### src/hw/rtl/mpmc_pkg.sv
// Shared types, constants and helper functions for the multi-pattern match counter.
// Used by mpmc_ctrl, mpmc_datapath and multi_pattern_match_counter; depends on nothing.
`timescale 1ns / 1ps
`default_nettype none
package mpmc_pkg;

    localparam int ALPHABET  = 26;
    localparam int MAX_NODES = 1024;
    localparam int NODE_W    = $clog2(MAX_NODES);
    localparam int IDX_W     = $clog2(ALPHABET);
    localparam int SYM_W     = 5;
    localparam int FUNC_W    = 2;
    localparam int STAT_W    = 2;
    localparam int COUNT_W   = 16;
    localparam int TOTAL_W   = 32;
    localparam int GT_DEPTH  = MAX_NODES * ALPHABET;
    localparam int GT_AW     = $clog2(GT_DEPTH);
    localparam int IN_W      = 8;
    localparam int OUT_W     = 64;

    typedef enum logic [FUNC_W-1:0] {
        FUNC_PATTERN = 2'd0,
        FUNC_BUILD   = 2'd1,
        FUNC_TEXT    = 2'd2,
        FUNC_CLEAR   = 2'd3
    } func_t;

    typedef enum logic [STAT_W-1:0] {
        ST_OK    = 2'd0,
        ST_FULL  = 2'd1,
        ST_PHASE = 2'd2
    } status_t;

    typedef enum logic [4:0] {
        OP_NONE,
        OP_CLEAR_STEP,
        OP_CLEAR_END,
        OP_PHASE_ERR,
        OP_PAT_RD,
        OP_PAT_EV,
        OP_PAT_CNT,
        OP_ROOT_RD,
        OP_ROOT_EV,
        OP_Q_RD,
        OP_Q_U,
        OP_L_U,
        OP_SYM_RD,
        OP_SYM_EV,
        OP_SYM_MC,
        OP_BUILD_END,
        OP_TEXT_RD,
        OP_TEXT_MC,
        OP_TEXT_END,
        OP_LOAD_OUT
    } op_t;

    typedef struct packed {
        logic take;
        op_t  op;
    } ctl_t;

    typedef struct packed {
        func_t in_func;
        logic  in_sym_ok;
        logic  built;
        logic  present;
        logic  i_end;
        logic  q_empty;
        logic  clr_end;
        logic  out_free;
    } stat_t;

    function automatic logic [GT_AW-1:0] gt_index(input logic [NODE_W-1:0] node,
                                                  input logic [IDX_W-1:0] sym);
        return GT_AW'(node) * GT_AW'(ALPHABET) + GT_AW'(sym);
    endfunction

    function automatic logic [COUNT_W-1:0] sat16(input logic [COUNT_W-1:0] a,
                                                 input logic [COUNT_W-1:0] b);
        logic [COUNT_W:0] s;
        s = {1'b0, a} + {1'b0, b};
        return s[COUNT_W] ? {COUNT_W{1'b1}} : s[COUNT_W-1:0];
    endfunction

    function automatic logic [TOTAL_W-1:0] sat32(input logic [TOTAL_W-1:0] a,
                                                 input logic [COUNT_W-1:0] b);
        logic [TOTAL_W:0] s;
        s = {1'b0, a} + (TOTAL_W + 1)'(b);
        return s[TOTAL_W] ? {TOTAL_W{1'b1}} : s[TOTAL_W-1:0];
    endfunction

endpackage
`default_nettype wire

### src/hw/rtl/mpmc_ctrl.sv
// Sequencing state machine of the multi-pattern match counter.
// Depends on mpmc_pkg; drives the datapath through mpmc_pkg::ctl_t commands.
`timescale 1ns / 1ps
`default_nettype none
module mpmc_ctrl (
    input  logic           clk,
    input  logic           rst_n,
    input  logic           s_tvalid,
    output logic           s_tready,
    input  mpmc_pkg::stat_t stat,
    output mpmc_pkg::ctl_t  ctl
);

    typedef enum logic [4:0] {
        S_RST_CLR,
        S_IDLE,
        S_CLR,
        S_CLR_END,
        S_PHASE,
        S_PAT_RD,
        S_PAT_EV,
        S_PAT_CNT,
        S_ROOT_RD,
        S_ROOT_EV,
        S_Q_CHK,
        S_Q_RD,
        S_Q_U,
        S_L_U,
        S_SYM_RD,
        S_SYM_EV,
        S_SYM_MC,
        S_BUILD_END,
        S_TEXT_RD,
        S_TEXT_MC,
        S_TEXT_END,
        S_RES
    } state_t;

    state_t state_reg;
    state_t state_next;

    always_ff @(posedge clk or negedge rst_n)
    begin
        if (!rst_n)
        begin
            state_reg <= S_RST_CLR;
        end
        else
        begin
            state_reg <= state_next;
        end
    end

    assign s_tready = (state_reg == S_IDLE);

    always_comb
    begin
        state_next = state_reg;
        ctl.take   = 1'b0;
        ctl.op     = mpmc_pkg::OP_NONE;
        case (state_reg)
            S_RST_CLR:
            begin
                ctl.op = mpmc_pkg::OP_CLEAR_STEP;
                if (stat.clr_end)
                begin
                    state_next = S_IDLE;
                end
            end
            S_IDLE:
            begin
                if (s_tvalid)
                begin
                    ctl.take = 1'b1;
                    case (stat.in_func)
                        mpmc_pkg::FUNC_PATTERN:
                        begin
                            state_next = (stat.built || !stat.in_sym_ok) ? S_PHASE : S_PAT_RD;
                        end
                        mpmc_pkg::FUNC_BUILD:
                        begin
                            state_next = stat.built ? S_PHASE : S_ROOT_RD;
                        end
                        mpmc_pkg::FUNC_TEXT:
                        begin
                            state_next = stat.built ? S_TEXT_RD : S_PHASE;
                        end
                        default:
                        begin
                            state_next = S_CLR;
                        end
                    endcase
                end
            end
            S_CLR:
            begin
                ctl.op = mpmc_pkg::OP_CLEAR_STEP;
                if (stat.clr_end)
                begin
                    state_next = S_CLR_END;
                end
            end
            S_CLR_END:
            begin
                ctl.op     = mpmc_pkg::OP_CLEAR_END;
                state_next = S_RES;
            end
            S_PHASE:
            begin
                ctl.op     = mpmc_pkg::OP_PHASE_ERR;
                state_next = S_RES;
            end
            S_PAT_RD:
            begin
                ctl.op     = mpmc_pkg::OP_PAT_RD;
                state_next = S_PAT_EV;
            end
            S_PAT_EV:
            begin
                ctl.op     = mpmc_pkg::OP_PAT_EV;
                state_next = S_PAT_CNT;
            end
            S_PAT_CNT:
            begin
                ctl.op     = mpmc_pkg::OP_PAT_CNT;
                state_next = S_RES;
            end
            S_ROOT_RD:
            begin
                ctl.op     = mpmc_pkg::OP_ROOT_RD;
                state_next = S_ROOT_EV;
            end
            S_ROOT_EV:
            begin
                ctl.op     = mpmc_pkg::OP_ROOT_EV;
                state_next = stat.i_end ? S_Q_CHK : S_ROOT_RD;
            end
            S_Q_CHK:
            begin
                state_next = stat.q_empty ? S_BUILD_END : S_Q_RD;
            end
            S_Q_RD:
            begin
                ctl.op     = mpmc_pkg::OP_Q_RD;
                state_next = S_Q_U;
            end
            S_Q_U:
            begin
                ctl.op     = mpmc_pkg::OP_Q_U;
                state_next = S_L_U;
            end
            S_L_U:
            begin
                ctl.op     = mpmc_pkg::OP_L_U;
                state_next = S_SYM_RD;
            end
            S_SYM_RD:
            begin
                ctl.op     = mpmc_pkg::OP_SYM_RD;
                state_next = S_SYM_EV;
            end
            S_SYM_EV:
            begin
                ctl.op = mpmc_pkg::OP_SYM_EV;
                if (stat.present)
                begin
                    state_next = S_SYM_MC;
                end
                else
                begin
                    state_next = stat.i_end ? S_Q_CHK : S_SYM_RD;
                end
            end
            S_SYM_MC:
            begin
                ctl.op     = mpmc_pkg::OP_SYM_MC;
                state_next = stat.i_end ? S_Q_CHK : S_SYM_RD;
            end
            S_BUILD_END:
            begin
                ctl.op     = mpmc_pkg::OP_BUILD_END;
                state_next = S_RES;
            end
            S_TEXT_RD:
            begin
                ctl.op     = mpmc_pkg::OP_TEXT_RD;
                state_next = S_TEXT_MC;
            end
            S_TEXT_MC:
            begin
                ctl.op     = mpmc_pkg::OP_TEXT_MC;
                state_next = S_TEXT_END;
            end
            S_TEXT_END:
            begin
                ctl.op     = mpmc_pkg::OP_TEXT_END;
                state_next = S_RES;
            end
            S_RES:
            begin
                if (stat.out_free)
                begin
                    ctl.op     = mpmc_pkg::OP_LOAD_OUT;
                    state_next = S_IDLE;
                end
            end
            default:
            begin
                state_next = S_IDLE;
            end
        endcase
    end

endmodule
`default_nettype wire

### config.mk
export PLATFORM = sky130hd
export DESIGN_NAME = mpmc_ctrl
export DESIGN_NICKNAME = d
export VERILOG_FILES = /design/src/hw/rtl/mpmc_pkg.sv /design/src/hw/rtl/mpmc_ctrl.sv
export SDC_FILE = /design/constraint.sdc
export NUM_CORES = 1
export LEC_CHECK = 0
export BUFFER_PORTS_ARGS = -buffer_cell sky130_fd_sc_hd__buf_2
export CORE_MARGIN = 2
export CORE_UTILIZATION = 42
export CTS_CLUSTER_DIAMETER = 40
export DETAILED_ROUTE_END_ITERATION = 8
export PLACE_DENSITY = 0.69
export SLEW_MARGIN = 15
export SYNTH_ARGS = -nofsm -noshare
export SYNTH_HDL_FRONTEND = slang
export SYNTH_SLANG_ARGS = --single-unit
### constraint.sdc
create_clock -name clk -period 1.5 [get_ports clk]
set_clock_uncertainty 0.15 [all_clocks]
set_input_delay 0.225 -clock clk [delete_from_list [all_inputs] [get_ports clk]]
set_output_delay 0.225 -clock clk [all_outputs]
set_load 0.05 [all_outputs]
==> flow_metrics.py, run 1 <==
metrics = {
    "logic_synthesis": {
        "synth-main-ff-cell": "dfrtp_1",
        "synth_enable_flop_cells": 0,
        "yosysUniqueCellTypes": 40,
        "avgSynthCellArea_um2": 6.763,
        "async_flop_share": 1.000,
        "ys_seq_area_frac": 0.1667,
        "synth_seq_cells": 5,
        "netlist_area_um2": 750.7,
        "syn_inst": 111,
        "synth_nets": 123,
        "ys_warn_count": 0,
    },
    "placement": {
        "hpwl_mm": 2.115,
        "dp.cells": 183,
        "place_congestion": 0.9118,
        "dp_slack_ns": -0.3019,
        "port_buffers": 18,
    },
    "clocking": {
        "cts_buffer_depth": 2,
        "cts_root_buf": "clkbuf_4",
        "cts_buffers": 3,
        "htreeDepth": 1,
        "path_clk_slew_ns": 0.06,
        "clock_latency_ns": 0.26,
        "clkSinkCount": 5,
        "cts_tree": "yes",
    },
    "final_layout": {
        "largest_reg_flops": 5,
        "num-fill-cells": 61,
        "layout.nets": 183,
        "area.growth.synth_to_final_pct": 109.0,
        "final_cells": 195,
        "layout-drive-gt1-share": 0.6706,
        "diodes": 0,
    },
    "timing": {
        "slew_headroom": 0.7872,
        "slew_viol_final": 0,
        "fin_crit_sh": 1.391,
        "worst_slew_pin_slew_ns": 0.3185,
        "fin_crit_ns": 2.086,
        "grt_setup_unrepaired": "yes",
        "max_freq_mhz": 479.3,
        "setup_ws_ns": -0.5864,
        "setup-violations-final": 12,
        "whs_ns": 0.1631,
        "hold_viol": 0,
    },
    "detailed_routing": {
        "drtIter0Drc": 96,
        "wl_per_cell_um": 23.74,
        "viasPerCell": 6.641,
        "final_antenna_net_count": 0,
        "drc": 0,
        "routed_wl_mm": 4.629,
        "dr_total_vias": 1295,
        "firstDrtPassIters": 4,
    },
    "power": {
        "leakage_uw": 0.0006659,
        "p_int_uw": 2088,
        "pwr-share-comb": 0.877,
        "switching_share": 0.5147,
        "p_total_uw": 4303,
        "power.density_mw_per_mm2": 2742,
        "seqPwrFrac": 0.081,
        "pwr-share-clk": 0.042,
        "power.switching_uw": 2214,
        "peakVddDrop_mv": 1.920,
    },
    "critical_path": {
        "reg2reg_slack_ns": -0.47,
        "crit_path_end_kind": "output port",
        "start_kind": "flip-flop",
        "worstPathRequired_ns": 1.12,
        "critical_path_class": "flip-flop to output port",
        "worst_r2r_startpoint": "state_reg[1]",
        "cp.arrival_ns": 1.71,
        "crit_path_start": "state_reg[2]",
        "worstPathMaxFanout": 7,
    },
    "floorplan": {
        "core_area_mm2": 0.001708,
        "die_area_mm2": 0.002141,
        "ioPinCount": 19,
        "rows": 15,
        "die_h_um": 46.28,
        "die_x_um": 46.28,
        "start_util": 0.4396,
    },
    "job": {
        "cap_viol_max_count": 0,
    },
    "outcome": {
        "outcome": "finished with violations",
        "violations": "negative setup slack",
    },
    "grt": {
        "grt_max_degree": 12,
        "grt.total_usage": 0.3797,
        "antenna_found_initial": 0,
        "grt_pass1_vias": 1168,
        "grt_pass1_wl_mm": 5.699,
        "overflow": 0,
    },
    "min_path": {
        "hp-class": "input pin to async pin",
    },
}
[power by group through the flow]
stage	sequential, uW	clock (uW)	combinational [uW]
floorplan	241	0	1670
global placement	288	0	2510
detailed placement	291	0	2570
CTS	308	167	3200
global route	345	184	3900
finish	348	182	3770
[worst max-delay path, stage by stage (launching register included)]
cell and delay [ns]:
dfrtp_2 0.46, buf_4 0.17, a21boi_1 0.26, o22ai_1 0.14, a22o_2 0.27, buf_6 0.15
[worst paths after layout]
kind                                      to  cells after the start
worst max-delay path                  ctl[0]                      5
worst min-delay path            state_reg[2]                      2
worst max register to register  state_reg[2]                      5
worst min register to register  state_reg[1]                      3
max in group asynchronous       state_reg[0]                      2
min in group clk                state_reg[4]                      3
[synth_stat cells, drive strengths merged, types with 4 or more instances]
library cell,number,area share
nand2,14,0.070
o21ai,10,0.067
nor2,9,0.045
a21oi,7,0.047
buf,7,0.075
dfrtp,5,0.17
clkbuf,4,0.020
inv,4,0.020
nand3,4,0.027
nor2b,4,0.033
nor3,4,0.027
[layer usage]
layer / vias to the layer above / wire [um] / GRT usage
met2: 132 / 2142 / 0.6194
met3: 45 / 479 / 0.05490
met5: - / 0 / 0
li1: 526 / - / -
met1: 592 / 1604 / 0.4695
met4: 0 / 401 / 0.2171
[cell type report]
| cell class | instances | area [um2] | area share |
|---|---|---|---|
| Multi-Input combinational cell | 91 | 769.5 | 0.4904 |
| Timing Repair Buffer | 66 | 594.3 | 0.3788 |
| Sequential cell | 5 | 131.4 | 0.08373 |
| Tap cell | 25 | 31.28 | 0.01994 |
| Clock buffer | 3 | 22.52 | 0.01435 |
| Inverter | 4 | 15.01 | 0.009569 |
| Clock inverter | 1 | 5.005 | 0.003190 |
[timing repair]
action | CTS | global route
buffers inserted | 5 | 1
hold endpoints to repair | 5 | 0
setup endpoints to repair | 12 | 12
gates resized for setup | 46 | 26
pin swaps | 6 | 11
cloned | 1 | 1
hold buffers | 1 | 0
[cells in the final DEF, fill, tap and decap left out, drive strengths merged, types with 2 or more instances in the layout]
master  synthesis  routed
nor3            4       4
or3             2       2
nand3           4       4
clkbuf          4       4
dfrtp           5       5
nand2          14      14
a32oi           2       2
inv             4       4
a21oi           7       7
a21boi          2       2
nor2            9       9
o22ai           3       3
o21ai          10      10
a31oi           3       3
nor2b           4       4
nand2b          3       3
buf             7      64
and3            2       2
or2             3       3
or4             2       2
[through the flow]
stage,setup TNS (ns),util,cell area [um2]
2_1_floorplan,-1.361,-,825.8
3_3_place_gp,-2.135,0.7106,1214
3_5_place_dp,-2.617,0.7106,1214
4_1_cts,-3.394,0.8469,1446
5_1_grt,-5.517,0.9187,1569
6_report,-5.018,0.9187,1569
[cells by family (layout without fill, tap and decap cells)]
| kind of cell | after synthesis | count (layout) | synth area share |
|---|---|---|---|
| buffers and inverters | 15 | 74 | 0.1150 |
| DFF | 5 | 5 | 0.1667 |
| AOI/OAI and AO/OA | 40 | 40 | 0.3700 |
| and+or+nand+nor | 50 | 50 | 0.3333 |
| muxes | 1 | 1 | 0.01500 |
(Power assumes the default switching activity.)
==> inputs of run 2 (changes only) <==
--- a/config.mk
+++ b/config.mk
@@ -5,12 +5,11 @@
 export SDC_FILE = /design/constraint.sdc
 export NUM_CORES = 1
 export LEC_CHECK = 0
-export BUFFER_PORTS_ARGS = -buffer_cell sky130_fd_sc_hd__buf_2
-export CORE_MARGIN = 2
 export CORE_UTILIZATION = 42
 export CTS_CLUSTER_DIAMETER = 40
 export DETAILED_ROUTE_END_ITERATION = 8
-export PLACE_DENSITY = 0.69
+export DONT_BUFFER_PORTS = 1
+export PLACE_DENSITY = 0.6
 export SLEW_MARGIN = 15
 export SYNTH_ARGS = -nofsm -noshare
 export SYNTH_HDL_FRONTEND = slang
==> run 2 against run 1 <==
The flow now stops in 5_1_grt. Synthesized cell count unchanged. Synthesized area unchanged.
==> flow_metrics.py, run 2 <==
metrics = {
    "floorplan": {
        "start_util": 0.4710,
        "rows": 14,
        "die_x_um": 44.28,
        "ioPinCount": 19,
        "die_h_um": 44.28,
    },
    "logic_synthesis": {
        "ys_warn_count": 0,
        "ys_seq_area_frac": 0.1667,
        "avgSynthCellArea_um2": 6.763,
        "netlist_area_um2": 750.7,
        "syn_inst": 111,
        "synth_nets": 123,
        "synth_area_leaders": "dfrtp_1 17%, nand2_1 7.0%, o21ai_0 6.7%, a21oi_1 4.7%, nor2_1 4.5%",
        "synth.most_common_cell": "nand2_1",
        "synth-main-ff-cell": "dfrtp_1",
        "synth_top_area_frac": 0.1667,
        "yosys.area.top_type": "dfrtp_1",
        "yosys-top-cells-count": "14 x nand2_1, 10 x o21ai_0, 9 x nor2_1",
        "synth_seq_cells": 5,
        "synth_enable_flop_cells": 0,
        "async_flop_share": 1.000,
        "yosysUniqueCellTypes": 40,
    },
    "timing": {
        "worstEpCategory": "primary output",
        "crit_endpoint": "ctl[1]",
    },
    "clocking": {
        "cts_buffers": 3,
        "htreeDepth": 1,
        "clkSinkCount": 5,
        "cts_buffer_depth": 2,
        "cts_root_buf": "clkbuf_4",
    },
    "outcome": {
        "lastStage": "5_1_grt",
        "outcome": "did not finish",
        "tool.error": "[ERROR GRT-0232] Routing congestion too high. Check the congestion heatmap in the GUI.",
    },
    "grt": {
        "overflow": 3,
        "grt.total_usage": 0.6194,
        "grt_max_degree": 9,
    },
    "placement": {
        "place_area_mm2": 0.001152,
        "hpwl_mm": 1.983,
        "port_buffers": 0,
        "place_congestion": 0.8870,
    },
}
## run 2: cell counts after synthesis
No cell type changed its count.
## run 2: logic make-up after synthesis
logic type / after synthesis / synth area share
DFF: 5 / 0.1667
muxes: 1 / 0.01500
buffers and inverters: 15 / 0.1150
and+or+nand+nor: 50 / 0.3333
AOI/OAI and AO/OA: 40 / 0.3700
## run 2: through the flow
stage / std cells / setup slack (ns) / hold slack (ns)
2_1_floorplan: 111 / -0.2023 / -0.2206
4_1_cts: 180 / -0.4017 / 0.03625
3_5_place_dp: 168 / -0.2732 / -0.2205
3_3_place_gp: 168 / -0.2538 / -0.2205
## run 2: per-layer routing
metal / overflow / GRT usage
met5: 0 / 0
met4: 1 / 0.6788
met3: 0 / 0.3592
met2: 2 / 0.8500
met1: 0 / 0.6125
## run 2: repair_timing
| item | in CTS |
|---|---|
| hold buffers | 1 |
| endpoints found under the setup margin | 12 |
| hold endpoints to repair | 5 |
| gates resized for setup | 44 |
| setup buffers | 7 |
| pin swaps | 12 |
==> inputs of run 3 (changes only) <==
--- a/config.mk
+++ b/config.mk
@@ -5,11 +5,11 @@
 export SDC_FILE = /design/constraint.sdc
 export NUM_CORES = 1
 export LEC_CHECK = 0
-export CORE_UTILIZATION = 42
-export CTS_CLUSTER_DIAMETER = 40
+export CORE_AREA = 2 2 63 65
 export DETAILED_ROUTE_END_ITERATION = 8
+export DIE_AREA = 0 0 65 67
 export DONT_BUFFER_PORTS = 1
-export PLACE_DENSITY = 0.6
+export PLACE_DENSITY_LB_ADDON = 0.15
 export SLEW_MARGIN = 15
 export SYNTH_ARGS = -nofsm -noshare
 export SYNTH_HDL_FRONTEND = slang
==> constraint.sdc (replaced) <==
create_clock -name clk -period 2 [get_ports clk]
set_clock_uncertainty 0.15 [all_clocks]
set_input_delay 0.3 -clock clk [delete_from_list [all_inputs] [get_ports clk]]
set_output_delay 0.3 -clock clk [all_outputs]
set_load 0.05 [all_outputs]
==> run 3 against run 2 <==
The flow now finishes without violations.
==> flow_metrics.py, run 3 (same netlist as run 1, synthesis figures left out) <==
metrics = {
    "outcome": {
        "outcome": "completed",
    },
    "placement": {
        "port_buffers": 0,
        "dp.cells": 169,
        "place_congestion": 0.7766,
        "hpwl_mm": 1.854,
    },
    "grt": {
        "grt_pass1_wl_mm": 3.919,
        "overflow": 0,
        "antenna_found_initial": 0,
        "grt_max_degree": 23,
        "grt.total_usage": 0.1136,
        "grt_pass1_vias": 827,
    },
    "min_path": {
        "hold_depth": 2,
        "hp-class": "input pin to flip-flop",
    },
    "clocking": {
        "cts_buffer_depth": 2,
        "cts_root_buf": "clkbuf_8",
        "clkSinkCount": 5,
        "htreeDepth": 1,
        "clock_latency_ns": 0.22,
        "path_clk_slew_ns": 0.04,
        "cts_buffers": 3,
        "cts_tree": "yes",
    },
    "critical_path": {
        "cp.arrival_ns": 1.51,
        "r2r_cells": 6,
        "path_cells": "buf_4 -> or2_2 -> o22ai_2 -> buf_12",
        "max_stage_delay_ns": 0.46,
        "worstPathRequired_ns": 1.55,
        "crit_cells": 4,
        "worstPathMaxFanout": 9,
        "crit_path_end_kind": "output port",
        "critical_path_buf_inv_count": 2,
        "critical_path_class": "flip-flop to output port",
        "cp_slowest_cell": "dfrtp_2",
        "critPathTopFamily": "flip-flops",
        "start_kind": "flip-flop",
    },
    "floorplan": {
        "die_area_mm2": 0.004355,
        "rows": 22,
        "start_util": 0.2082,
        "ioPinCount": 19,
        "core_area_mm2": 0.003606,
        "die_x_um": 65,
        "die_h_um": 67,
    },
    "power": {
        "peakVddDrop_mv": 0.4417,
        "power.density_mw_per_mm2": 2001,
        "leakage_uw": 0.0004362,
    },
    "timing": {
        "max_freq_mhz": 509.8,
        "fin_crit_ns": 1.961,
        "slew_headroom": 0.8218,
        "hold_viol": 0,
        "setup-violations-final": 0,
        "slew_viol_final": 0,
        "grt_setup_unrepaired": "yes",
        "whs_ns": 0.1523,
        "worst_slew_pin_slew_ns": 0.2670,
        "fin_crit_sh": 0.9807,
    },
    "detailed_routing": {
        "firstDrtPassIters": 4,
        "drc": 0,
        "viasPerCell": 5.202,
        "final_antenna_net_count": 0,
        "wl_per_cell_um": 14.18,
        "routed_wl_mm": 2.524,
        "dr_total_vias": 926,
        "drtIter0Drc": 52,
    },
    "final_layout": {
        "layout-drive-gt1-share": 0.3615,
        "layout_commonest_cell": "buf_4",
        "largest_reg_flops": 5,
        "layout.nets": 143,
        "diodes": 0,
        "final_cell_mix": "18 x buf_4, 14 x nand2_1, 9 x o21ai_0, 8 x nor2_1, 6 x a21oi_1",
        "final_cells": 178,
        "area.growth.synth_to_final_pct": 48.00,
    },
    "job": {
        "cap_viol_max_count": 0,
    },
}
## run 3: per-stage QoR
| stage | area, um2 | setup WS (ns) | TNS [ns] | total power, uW | utilization |
|---|---|---|---|---|---|
| 3_5_place_dp | 980.9 | 0.09617 | 0 | 1873 | 0.2720 |
| 5_1_grt | 1111 | -0.02140 | -0.02140 | 2380 | 0.3081 |
| 3_3_place_gp | 980.9 | 0.1507 | 0 | 1889 | 0.2720 |
| 2_1_floorplan | 772.0 | 0.009085 | 0 | 1305 | - |
| 6_report | 1111 | 0.03862 | 0 | 2223 | 0.3081 |
| 4_1_cts | 1046 | 0.004673 | 0 | 2096 | 0.2901 |
## run 3: worst paths after layout
check	from	to	slack, ns
hold / removal	stat[0]	state_reg[2]	0.15
setup / recovery	state_reg[4]	ctl[1]	0.04
max in group asynchronous	rst_n	state_reg[0]	1.27
min in group asynchronous	rst_n	state_reg[2]	0.22
hold reg to reg	state_reg[0]	state_reg[0]	0.59
setup reg to reg	state_reg[1]	state_reg[2]	0.13
## run 3: per-layer routing
| layer | global-route usage | vias up | part of all wire |
|---|---|---|---|
| met4 | 0.03989 | 0 | 0.0075 |
| met5 | 0 | - | 0 |
| li1 | - | 446 | - |
| met2 | 0.1804 | 31 | 0.47 |
| met3 | 0.01520 | 3 | 0.071 |
| met1 | 0.1563 | 446 | 0.45 |
## run 3: layout make-up
type | count | area, um2
Sequential cell | 5 | 130.1
Inverter | 4 | 15.01
Multi-Input combinational cell | 91 | 579.3
Clock buffer | 4 | 45.04
Timing Repair Buffer | 26 | 281.5
Fill cell | 390 | 2495
Tap cell | 48 | 60.06
## run 3: power breakdown
part,switching (uW),internal [uW]
logic,955,848
clock network,50.2,137
registers,78.3,155
total,1080,1140
## run 3: what timing repair did
action	CTS	global route
buffers inserted	1	2
hold endpoints to repair	5	0
setup endpoints to repair	6	5
resized for setup	5	10
hold buffers	1	0
pin swaps	0	3
gates cloned	0	1
==> inputs of run 4 (changes only) <==
--- a/config.mk
+++ b/config.mk
@@ -6,6 +6,7 @@
 export NUM_CORES = 1
 export LEC_CHECK = 0
 export CORE_AREA = 2 2 63 65
+export CTS_BUF_LIST = sky130_fd_sc_hd__clkbuf_16
 export DETAILED_ROUTE_END_ITERATION = 8
 export DIE_AREA = 0 0 65 67
 export DONT_BUFFER_PORTS = 1
==> run 4 against run 3 <==
Global-route usage up 0.071 points. Sequential share of layout area down 0.35 points. Highest routed layer unchanged. Clock-buffer cell count down 1. Register-to-register slack about the same. Die area unchanged. Non-clock buffer count unchanged. First-iteration DRC count down 15%. Wire length down 2.0%. Sequential cell count unchanged.
==> flow_metrics.py, run 4 (same netlist as run 1, synthesis figures left out) <==
metrics = {
    "floorplan": {
        "die_area_mm2": 0.004355,
        "ioPinCount": 19,
        "die_x_um": 65,
        "start_util": 0.2082,
        "rows": 22,
        "core_area_mm2": 0.003606,
        "die_h_um": 67,
    },
    "clocking": {
        "cts_buffers": 3,
        "cts_root_buf": "clkbuf_16",
        "path_clk_slew_ns": 0.03,
        "cts_buffer_depth": 2,
        "clock_latency_ns": 0.23,
        "cts_tree": "yes",
        "htreeDepth": 1,
        "clkSinkCount": 5,
    },
    "critical_path": {
        "crit_path_end_kind": "output port",
        "critical_path_class": "flip-flop to output port",
        "critPathTopFamily": "flip-flops",
        "start_kind": "flip-flop",
        "worstPathRequired_ns": 1.55,
        "max_stage_delay_ns": 0.45,
        "path_cells": "buf_4 -> or2_2 -> o22ai_2 -> buf_12",
        "cp_slowest_cell": "dfrtp_2",
        "worstPathMaxFanout": 9,
        "critical_path_buf_inv_count": 2,
        "cp.arrival_ns": 1.51,
    },
    "timing": {
        "slew_headroom": 0.8092,
        "hold_viol": 0,
        "max_freq_mhz": 510.8,
        "fin_crit_sh": 0.9789,
        "worst_slew_pin_slew_ns": 0.2859,
        "setup-violations-final": 0,
        "whs_ns": 0.1450,
        "fin_crit_ns": 1.958,
        "grt_setup_unrepaired": "yes",
        "slew_viol_final": 0,
    },
    "detailed_routing": {
        "drtIter0Drc": 44,
        "firstDrtPassIters": 4,
        "routed_wl_mm": 2.474,
        "final_antenna_net_count": 0,
        "viasPerCell": 5.157,
        "dr_total_vias": 918,
        "drc": 0,
        "wl_per_cell_um": 13.90,
    },
    "final_layout": {
        "layout.nets": 143,
        "area.growth.synth_to_final_pct": 52.50,
        "diodes": 0,
        "layout-drive-gt1-share": 0.3615,
        "final_cell_mix": "18 x buf_4, 14 x nand2_1, 9 x o21ai_0, 8 x nor2_1, 6 x a21oi_1",
        "stdcell_area_mm2": 0.001145,
        "largest_reg_flops": 5,
        "layout_commonest_cell": "buf_4",
        "fin_util": 0.3175,
    },
    "grt": {
        "grt_max_degree": 23,
        "grt_pass1_vias": 812,
        "overflow": 0,
        "grt_pass1_wl_mm": 3.884,
        "grt.total_usage": 0.1143,
        "antenna_found_initial": 0,
    },
    "power": {
        "leakage_uw": 0.0004557,
        "peakVddDrop_mv": 0.4417,
        "power.density_mw_per_mm2": 2050,
    },
    "placement": {
        "port_buffers": 0,
        "hpwl_mm": 1.854,
        "place_area_um2": 980.9,
        "place_congestion": 0.7766,
    },
    "min_path": {
        "hp-class": "input pin to flip-flop",
    },
    "outcome": {
        "outcome": "completed",
    },
    "job": {
        "cap_viol_max_count": 0,
    },
}
[run 4: stage by stage]
step                      setup TNS (ns)  power [uW]  cells  worst slack (ns)
after global placement                 0        1889    169            0.1507
after CTS                              0        2231    175          0.001767
after detailed placement               0        1873    169           0.09617
after global routing            -0.02483        2515    178          -0.02275
after floorplan                        0        1305    111          0.009085
final                                  0        2347    178           0.04217
[run 4: timing repair]
action | CTS | global route
hold buffers | 1 | 0
gates resized for setup | 5 | 10
buffers inserted | 1 | 2
pin swaps | 0 | 3
endpoints found under the setup margin | 6 | 5
cloned | 0 | 1
endpoints found under the hold margin | 5 | 0
[run 4: layer usage]
metal  vias to the layer above  wire length [um]  part of all wire  global-route usage
li1                        444                 -                 -                   -
met1                       437              1082              0.44              0.1532
met2                        35              1151              0.47              0.1791
met3                         2               218             0.088             0.02534
met4                         0                22            0.0089             0.03989
met5                         -                 0                 0                   0
[run 4: layout make-up]
cell class                 instances  area, um2
fill                             394       2461
multi-input combinational         91      579.3
timing repair buffer              26      281.5
sequential                         5      130.1
clock buffer                       3      75.07
tap                               48      60.06
inverter                           4      15.01
clock inverter                     1      3.754
[run 4: final timing paths]
path,slack (ns),end,cells past startpoint,from
hold reg to reg,0.59,state_reg[0],2,state_reg[0]
min in group asynchronous,0.22,state_reg[2],1,rst_n
setup / recovery,0.04,ctl[1],4,state_reg[4]
hold / removal,0.14,state_reg[2],2,stat[0]
setup reg to reg,0.14,state_reg[2],6,state_reg[1]
max in group asynchronous,1.26,state_reg[0],1,rst_n
[run 4: worst register-to-register path: stages, from the launching register on]
cell and delay [ns]:
dfrtp_2 0.41, buf_4 0.15, clkbuf_16 0.16, or4_1 0.50, a21oi_1 0.15, a41oi_1 0.08, a32oi_2 0.19
[run 4: power breakdown]
group          leakage (uW)  internal [uW]  total, uW  switching (uW)
Combinational      0.000355            848       1790             947
Clock             0.0000423            258        320            61.1
Sequential        0.0000580            155        232            77.0
